<file path="config.mk">
export PLATFORM = sky130hd
export DESIGN_NAME = cht_ram
export DESIGN_NICKNAME = d
export VERILOG_FILES = /design/src/hw/rtl/cht_ram.sv
export SDC_FILE = /design/constraint.sdc
export NUM_CORES = 1
export LEC_CHECK = 0
export BUFFER_PORTS_ARGS = -buffer_cell sky130_fd_sc_hd__buf_2
export CAP_MARGIN = 20
export CORE_MARGIN = 2
export CORE_UTILIZATION = 34
export DETAILED_ROUTE_END_ITERATION = 6
export GPL_TIMING_DRIVEN = 0
export PLACE_DENSITY_LB_ADDON = 0.15
export SYNTH_ARGS = -nofsm -noshare
export SYNTH_HDL_FRONTEND = slang
export SYNTH_SLANG_ARGS = --single-unit
</file>
<file path="constraint.sdc">
create_clock -name clk -period 2.1 [get_ports clk]
set_clock_uncertainty 0.15 [all_clocks]
set_input_delay 0 -clock clk [delete_from_list [all_inputs] [get_ports clk]]
set_output_delay 0 -clock clk [all_outputs]
set_load 0.05 [all_outputs]
</file>
<file path="src/hw/rtl/cht_ram.sv">
// Generic single-write, single-read synchronous RAM with registered read.
// No dependencies.
`default_nettype none
module cht_ram #(
  parameter int WIDTH = 8,
  parameter int DEPTH = 16
) (
  input  wire                                        clk,
  input  wire                                        we,
  input  wire  [(DEPTH > 1 ? $clog2(DEPTH) : 1)-1:0] waddr,
  input  wire  [WIDTH-1:0]                           wdata,
  input  wire  [(DEPTH > 1 ? $clog2(DEPTH) : 1)-1:0] raddr,
  output logic [WIDTH-1:0]                           rdata
);
  logic [WIDTH-1:0] mem [DEPTH];

  always_ff @(posedge clk) begin
    if (we) begin
      mem[waddr] <= wdata;
    end
    rdata <= mem[raddr];
  end
endmodule
`default_nettype wire

</file>
==> impl_metrics.ini <==
[yosys]
synth_nets = 247
yosys_warnings = 0
synth_simple_gate_area_share_pct = 3.184
synth-seq-area-share_pct = 77.78
synth_area_per_cell_um2 = 22.48
main_combinational_cell_family_by_area_after_synthesis = multiplexers
synth_compound_gate_area_share_pct = 2.333
post_synth_xor_area_fraction_pct = 0
muxShareOfSynthArea_pct = 15.02
ys_seq_elements = 136
ys_types = 19
synth-adder-area-share_pct = 0
synth_cells = 229
synth.cell_area_mm2 = 0.005147

[routing]
detail_route.drc_violations = 0
wl_per_cell_um = 22.35
drt-pass1-iter-count = 4
ratio_of_routed_vias_to_standard_cells = 4.925
detailroute.via_count = 2379
drt_first_iter_violations = 322
routed_wl_mm = 10.80
ant_nets = 0

[grt]
grt_pass1_vias = 2462
antenna_found_initial = 0
grt_max_degree = 17
globalRouteTotalUtil_pct = 14.48
grt_remaining_overflow = 0
grt_busiest_layer = met2
global_route.usage.met3_pct = 4.690
met1_usage_pct = 20.33
grt_first_pass_wirelength_mm = 16.04
gr-usage-met2_pct = 21.70

[final_layout]
final_cell_area_mm2 = 0.006117
antenna_cells_inserted = 0
final_common_cell = sky130_fd_sc_hd__edfxtp_1
finalNetCount = 304
final_cell_mix = 128 x sky130_fd_sc_hd__edfxtp_1, 28 x sky130_fd_sc_hd__buf_2, 18 x sky130_fd_sc_hd__mux4_2
syn_to_final_growth_pct = 18.84
drive_above_1_share_pct = 25.42

[timing]
slew_viol_final = 0
finalSetupViolations = 0
worst_slack_ps = 302.3
max_slew.worst_pin.slew_ps = 879.9
finalCriticalPeriod_ps = 1798
min_period_over_period_pct = 85.60
max_slew_margin_pct = 41.13
final-hold-violation-count = 0
fmax_mhz = 556.3
grt_setup_unrepaired = false
totalNegativeSetupSlack_ps = 0

[pwr]
power.density_cell_area_mw_per_mm2 = 965.8
power.static_leakage_nw = 2.039
maximum_vdd_drop_uv = 575.0

[clock_tree]
cts_made_buffers = 17
cts_post_setup_buffers_inserted = 0
clkSlewWorstSetupHoldPaths_ps = 50
clock_latency_ps = 410
sink_count_of_the_clock_tree = 136
root_buffer = sky130_fd_sc_hd__clkbuf_16
maximum_clock_path_buffer_count = 2
clock_tree_from_tritoncts = yes
cts_htree_levels = 4

[floorplanning]
rows = 44
floorplan.die_area_mm2 = 0.01614
initial_utilization_pct = 35.15
io_pins = 26
core-area_mm2 = 0.01464
dieHeight_um = 127.0
die_w_um = 127.0

[critical_path]
startpoint_type = input pin
critical_path.max_fanout = 7
critical-path-max-stage-delay_ps = 710
cp_num_buf_inv = 3
cp_slowest_cell = sky130_fd_sc_hd__dlygate4sd3_1
setup.worst_path.end_class = flip-flop
critical_path.top_delay_family = buffers and inverters
arrival_time_at_the_worst_endpoint_ps = 1750
worstPathRequired_ps = 2050
path_cells = dlygate4sd3_1 > buf_2 > nor3_1 > dlygate4sd3_1
critical_path_class = in -> reg
worst_path_most_repeated_cell = sky130_fd_sc_hd__dlygate4sd3_1

[placed_design]
routabilityCongestion = 0.7157
placedInstanceArea_mm2 = 0.005523
place_worst_setup_slack_ps = 102.8
portBuffers = 24
dp_hpwl_mm = 7.002

[flow_run]
maxCapViolCount = 0

[hold_path]
holdCritPathClass = in -> reg

[outcome]
status = completed
## sequential cells by signal, indices dropped and copies added (netlist names)
register / flops
mem: 128
rdata: 8
## metrics by stage
step | std cells | utilization, % | power [mW] | hold WS [ps]
finish | 483 | 41.77 | 5.908 | 33.41
global route | 483 | 41.77 | 6.069 | 55.36
CTS | 483 | 41.77 | 5.953 | 19.77
detailed placement | 440 | 37.71 | 3.472 | 284.5
global placement | 437 | 37.54 | 3.464 | 265.9
floorplan | 229 | - | 3.322 | -51.13
## worst paths after layout
path              depth (start not counted)        from         to  slack (ps)
setup reg to reg                          3   mem[3][7]   rdata[7]         420
hold reg to reg                           3  mem[12][3]   rdata[3]         520
hold / removal                            3    waddr[2]  mem[0][3]          30
setup / recovery                          4    waddr[1]  mem[8][5]         300
## worst reg2reg max path: stages (launching register included)
cell and delay, ps:
sky130_fd_sc_hd__edfxtp_1 350, sky130_fd_sc_hd__mux4_2 480, sky130_fd_sc_hd__a22oi_1 450, sky130_fd_sc_hd__nand2_1 120
## metal layers
metal	vias up	wire, um
li1	1084	-
met1	1236	4875
met2	55	5314
met3	4	539
met4	0	65
met5	-	0
## power by group
part / total (mW) / internal (mW) / switching [mW] / leakage [nW]
Sequential: 3.05 / 3.04 / 0.0142 / 1.22
Combinational: 0.374 / 0.134 / 0.239 / 0.581
Clock: 2.48 / 1.48 / 1.00 / 0.235
Total: 5.91 / 4.65 / 1.26 / 2.04
## what timing repair did
item / 4_1_cts / 5_1_grt
endpoints found under the hold margin: 146 / 0
setup endpoints to repair: 0 / 0
gates resized for setup: 0 / 0
hold buffers: 11 / 0
## cell families after synthesis
group                  count (synthesis)
AND/OR/NAND/NOR                       35
multiplexers                          32
buffers and inverters                 10
flip-flops                           136
AO/OA/AOI/OAI                         16
## cell type report
class | count | area [um^2]
multi-input cells | 83 | 1062
clock inverters | 7 | 28.78
clock buffers | 25 | 455.4
plain buffers | 10 | 86.33
fillers | 1310 | 8527
well taps | 184 | 230.2
flip-flops and latches | 136 | 4004
repair buffers | 38 | 250.2
## synthesized netlist by cell type
library cell	number	area (um^2)
sky130_fd_sc_hd__nor2b_1	1	6.260
sky130_fd_sc_hd__buf_2	3	15.01
sky130_fd_sc_hd__clkdlybuf4s25_2	3	30.03
sky130_fd_sc_hd__nor2_1	13	48.80
sky130_fd_sc_hd__buf_6	3	33.78
sky130_fd_sc_hd__dfxtp_1	8	160.2
sky130_fd_sc_hd__nand3b_1	2	15.01
sky130_fd_sc_hd__edfxtp_1	128	3844
sky130_fd_sc_hd__or3b_2	1	8.760
sky130_fd_sc_hd__nand3_1	1	5.000
sky130_fd_sc_hd__buf_4	1	7.510
sky130_fd_sc_hd__and2b_1	1	7.510
sky130_fd_sc_hd__and2_1	1	6.260
sky130_fd_sc_hd__nand2_1	9	33.78
sky130_fd_sc_hd__a22oi_1	16	120.1
sky130_fd_sc_hd__nand2b_1	2	12.51
sky130_fd_sc_hd__nor3_1	4	20.02
sky130_fd_sc_hd__mux4_1	14	367.9
sky130_fd_sc_hd__mux4_2	18	405.4
Power figures use the tool's default switching activity.
