### config.mk
export PLATFORM = sky130hd
export DESIGN_NAME = cht_mod
export DESIGN_NICKNAME = d
export VERILOG_FILES = /design/src/hw/rtl/cht_mod.sv
export SDC_FILE = /design/constraint.sdc
export NUM_CORES = 1
export LEC_CHECK = 0
export ABC_CLOCK_PERIOD_IN_PS = 1800
export BUFFER_PORTS_ARGS = -buffer_cell sky130_fd_sc_hd__buf_2
export CAP_MARGIN = 20
export CORE_ASPECT_RATIO = 1.4
export CORE_MARGIN = 2
export CORE_UTILIZATION = 49
export CTS_BUF_LIST = sky130_fd_sc_hd__clkbuf_2
export DETAILED_ROUTE_END_ITERATION = 8
export PLACE_DENSITY_LB_ADDON = 0.1
export RECOVER_POWER = 25
export REMOVE_ABC_BUFFERS = 1
export SLEW_MARGIN = 20
export SYNTH_ARGS = -nofsm -noshare
export SYNTH_HDL_FRONTEND = slang
export SYNTH_SLANG_ARGS = --single-unit
### constraint.sdc
create_clock -name clk -period 1.8 [get_ports clk]
set_clock_uncertainty 0.05 [all_clocks]
set_input_delay 0.18 -clock clk [delete_from_list [all_inputs] [get_ports clk]]
set_output_delay 0.18 -clock clk [all_outputs]
set_load 0.01 [all_outputs]
### src/hw/rtl/cht_mod.sv
// Key modulo bucket count by reciprocal multiplication: three 32x16 partial
// products, one back-multiply and one correcting subtract. No dependencies.
`default_nettype none
module cht_mod #(
  parameter int BUCKETS = 1024
) (
  input  wire                                            clk,
  input  wire                                            rst,
  input  wire                                            start,
  input  wire  [31:0]                                    dividend,
  output logic                                           done,
  output logic [(BUCKETS > 1 ? $clog2(BUCKETS) : 1)-1:0] remainder
);
  localparam int AW = BUCKETS > 1 ? $clog2(BUCKETS) : 1;
  localparam int RW = AW + 1;
  // floor(2^44 / BUCKETS); quotient estimate is low by at most one
  localparam logic [47:0] RECIP = 48'((64'd1 << 44) / 64'(BUCKETS));
  localparam logic [12:0] BK = 13'(BUCKETS);

  logic          run;
  logic [2:0]    step;
  logic [31:0]   x;
  logic [75:0]   acc;
  logic [RW-1:0] r;
  logic [15:0]   slc;
  logic [47:0]   prod;
  logic [75:0]   term;
  logic [31:0]   qb;
  logic [31:0]   diff;

  always_comb begin
    case (step[1:0])
      2'd0:    slc = RECIP[15:0];
      2'd1:    slc = RECIP[31:16];
      2'd2:    slc = RECIP[47:32];
      default: slc = '0;
    endcase
  end

  assign prod = {16'b0, x} * {32'b0, slc};
  assign term = {28'b0, prod} << {step[1:0], 4'b0};
  assign qb   = acc[75:44] * {19'b0, BK};
  assign diff = x - qb;

  always_ff @(posedge clk) begin
    if (rst) begin
      run  <= 1'b0;
      done <= 1'b0;
      step <= '0;
    end else begin
      done <= 1'b0;
      if (start) begin
        run  <= 1'b1;
        step <= '0;
        x    <= dividend;
        acc  <= '0;
      end else if (run) begin
        step <= step + 3'd1;
        if (step inside {[3'd0:3'd2]}) begin
          acc <= acc + term;
        end else if (step == 3'd3) begin
          r <= diff[RW-1:0];
        end else begin
          remainder <= (r >= RW'(BUCKETS)) ? AW'(r - RW'(BUCKETS)) : AW'(r);
          run       <= 1'b0;
          done      <= 1'b1;
        end
      end
    end
  end
endmodule
`default_nettype wire

==> impl_summary.md <==
Timing
The number of max-slew violations in the final report came to 0. The number of hold violations in the final report is 0. The routed design could run at a clock period as short as 1.63 ns. In the final timing run, aggregate negative setup slack is 0 ns. Setup violations remaining at the end of the flow were counted as 0. After layout, the worst path uses 90.6% of the clock period.

Derived from the worst setup path, the maximum achievable clock frequency is 613 MHz. The transition time at the pin with the least slew margin is 0.339 ns. Headroom to the max-slew limit came out at 77.4%. Setup repair after global routing left no endpoint under its margin. In the post-route analysis, the smallest setup slack over all paths is 0.169 ns.

Floorplanning
The cell row count is 21. The die extent in x is 45.5 um. The die is 62.1 um tall.

The effective utilization at floorplan is 50.5%. The area of the die is 0.00282 mm2. The area of the core is 0.00234 mm2. The number of top-level pins is 46.

Clock tree
The clock latency on the worst-skew pair is 0.35 ns. The root cell of the clock tree is clkbuf_2. Clock-pin slew was measured on the worst setup and hold paths at 0.15 ns.

Counting the buffers created by CTS gives 5. The number of levels the H-tree was split into is 2. The clock passes through at most 2 buffers. Buffers added to address setup during post-CTS repair amount to 0.

TritonCTS built the clock tree. Counting every sink on the clock net gives 35.

Cells and area
The final cell count without fillers is 124. The count of antenna diodes in the layout is 0. The total area of multi-input combinational cells is 159 um2. The number of fill cells in the layout is 174. The final layout contains 138 nets. The area growth from synthesis to layout is 26.1%. In the final layout, flip-flops and latches occupy 0.00100 mm2.

The library cells used most frequently in the layout, excluding fill and tap cells, are edfxtp_1 (30), buf_2 (23), dlygate4sd3_1 (12). For this run, the share of the core covered by cells in the final layout is 63.6%. The fraction of final layout cells with drive strength greater than 1 is 36.6%. The most common cell after layout, fill and taps aside is edfxtp_1.

Detailed routing
The detailed-routing iteration count for the pre-antenna-repair pass is 4. For this run, design rule violations remaining after detail routing come to 0. The detailed-route wire length is 1580 um.

Summed over all nets, wire length on met3 after detailed routing comes to 80 um. The detailed router used layers up to and including met4. The number of routed nets with antenna violations is 0. For this block, the initial DRC count from the detailed router was 9. The average wire per standard cell is 12.7 um. In the routed layout, each cell is associated on average with a via count of 5.05.

The detailed router placed 626 vias in this run. The length of routed wiring on met1 is 540 um. After detailed routing, the met2 layer carries 934 um of wire.

GRT
The largest net degree at the start of global routing is 11. The wire length of the first global-routing pass is 2500 um. Across every metal layer, demand over resource in global routing totals 13.7%. The via count of the first global-routing pass was 596.

The residual overflow from global routing is 0. The number of antenna violations at the first check in global routing came to 0.

Worst setup path
Data arrives at the worst endpoint at 1.63 ns. The kind of launch point of the worst setup path is a register. The startpoint-to-endpoint class of the critical path is reg -> reg. The cell at the slowest stage of the critical path is and4b_2. The kind of cell with the highest combined delay along the critical path is simple AND/OR/NAND/NOR gates. The critical path depth is 4.

The launch point of the critical path is step[0]. The startpoint of the worst register-to-register path is step[0]. On the worst path, the slowest cell contributes a delay of 0.42 ns. STA puts the critical path data required time at 1.80 ns.

The buffering stage count on the worst path with inverters included is 1. The number of cells on the worst reg-to-reg path is 4. The type of element capturing the critical path is a register. Along the worst path, the maximum fanout reaches 10. The signal on the critical path passes through inv_1, ha_1, o21ai_2, and4b_2.

Power
The analysis attributes to cell leakage a power of 0.559 nW. For this design the ratio of total power to cell area is 872 mW/mm2. The largest voltage drop on the vdd net is 0.600 mV.

Synth
The Yosys step of the flow raised 0 warnings. The synthesized-area fraction occupied by xor and xnor cells is 0.742%. The instance count of the mapped netlist is 57. The synthesized netlist devotes 4.35% of its cell area to compound gates. After synthesis, flip-flops and latches occupy 84.8% of the total area. The post-synthesis instance area is 0.00118 mm2. The largest family of logic cells by synthesized area is simple AND/OR/NAND/NOR gates. After Yosys synthesis, and, or, nand and nor cells account for 4.98% of the synthesized area.

The mean instance size in the synthesized netlist is 20.7 um2. The number of distinct library cells after synthesis is 14. The adder-cell share of the synthesized area is 3.18%. In this run, synthesis produced a sequential element count of 35. After synthesis, the share of cell area in mux cells is 0%.

Hold path
Along the worst hold path, the cell count comes to 0. The type of the tightest min-delay check is reg -> reg. The startpoint of the lowest-slack hold path is r[9].

Run
The tool flagged a number of max-cap violations equal to 0.

Run status
The run finished with clean final reports.

Placement
The congestion estimate from routability-driven global placement came to 0.639. OpenSTA, run right after detailed placement, puts the worst setup slack at 0.0626 ns. Port buffering added 23 buffers. The placed cell count is 104. The post-detailed-placement half-perimeter wirelength is 1030 um.
[sequential cells by signal, indices dropped and copies added (netlist names)]
signal     cells
remainder     10
r             10
step           3
done           1
x             10
run            1
[final timing paths]
path | end | slack (ns)
setup / recovery | remainder[8] | 0.17
hold / removal | remainder[9] | 0.39
setup reg to reg | remainder[8] | 0.17
hold reg to reg | remainder[9] | 0.39
[cell type report]
| cell class | count | share of cell area [%] |
|---|---|---|
| clock inverter | 2 | 0.505 |
| inverter | 3 | 0.757 |
| sequential | 35 | 67.3 |
| multi-input combinational | 18 | 10.7 |
| tap | 23 | 1.93 |
| clock buffer | 6 | 2.02 |
| timing repair buffer | 37 | 16.8 |
[cell usage after synthesis]
library cell | n | area share, %
a2111oi_2 | 2 | 2.5
a211oi_2 | 1 | 1.1
and4_1 | 1 | 0.74
and4b_1 | 2 | 1.7
buf_6 | 1 | 0.95
dfxtp_1 | 5 | 8.5
edfxtp_1 | 30 | 76
ha_1 | 3 | 3.2
inv_1 | 3 | 0.95
nor2_1 | 5 | 1.6
nor2b_1 | 1 | 0.53
nor3_1 | 1 | 0.42
o21ai_2 | 1 | 0.74
xnor2_1 | 1 | 0.74
[repair_timing]
| action | in CTS | in global routing |
|---|---|---|
| gates resized for setup | 0 | 2 |
| hold buffers | 12 | 0 |
| endpoints found under the setup margin | 0 | 20 |
| endpoints found under the hold margin | 12 | 0 |
[through the flow]
| stage | power, mW | hold slack (ns) | cell area, um2 |
|---|---|---|---|
| after floorplan | 0.950 | 0.195 | 1170 |
| after global placement | 0.976 | 0.308 | 1330 |
| after detailed placement | 0.980 | 0.310 | 1330 |
| after CTS | 1.32 | 0.392 | 1490 |
| after global routing | 1.35 | 0.403 | 1490 |
| final | 1.30 | 0.389 | 1490 |
[worst reg2reg max path, cell delays in order (launching register included)]
cell and delay [ns]:
dfxtp_1 0.41, inv_1 0.06, ha_1 0.20, o21ai_2 0.19, and4b_2 0.42
[per-layer routing]
metal / up-vias / GRT usage, %
met2: 20 / 24.1
met3: 3 / 5.20
li1: 305 / -
met1: 298 / 12.4
met4: 0 / 10.1
met5: - / 0
[kinds of logic after synthesis]
family	after synthesis
compound gates	4
xor+xnor	1
fa+ha+maj	3
buf+inv	4
flops	35
simple gates	10
[where the power goes]
group | total, mW | internal [mW] | switching [mW]
combinational | 0.0703 | 0.0408 | 0.0295
clock | 0.316 | 0.0936 | 0.223
sequential | 0.911 | 0.899 | 0.0117
No activity file was read; power rests on OpenSTA's default activity.
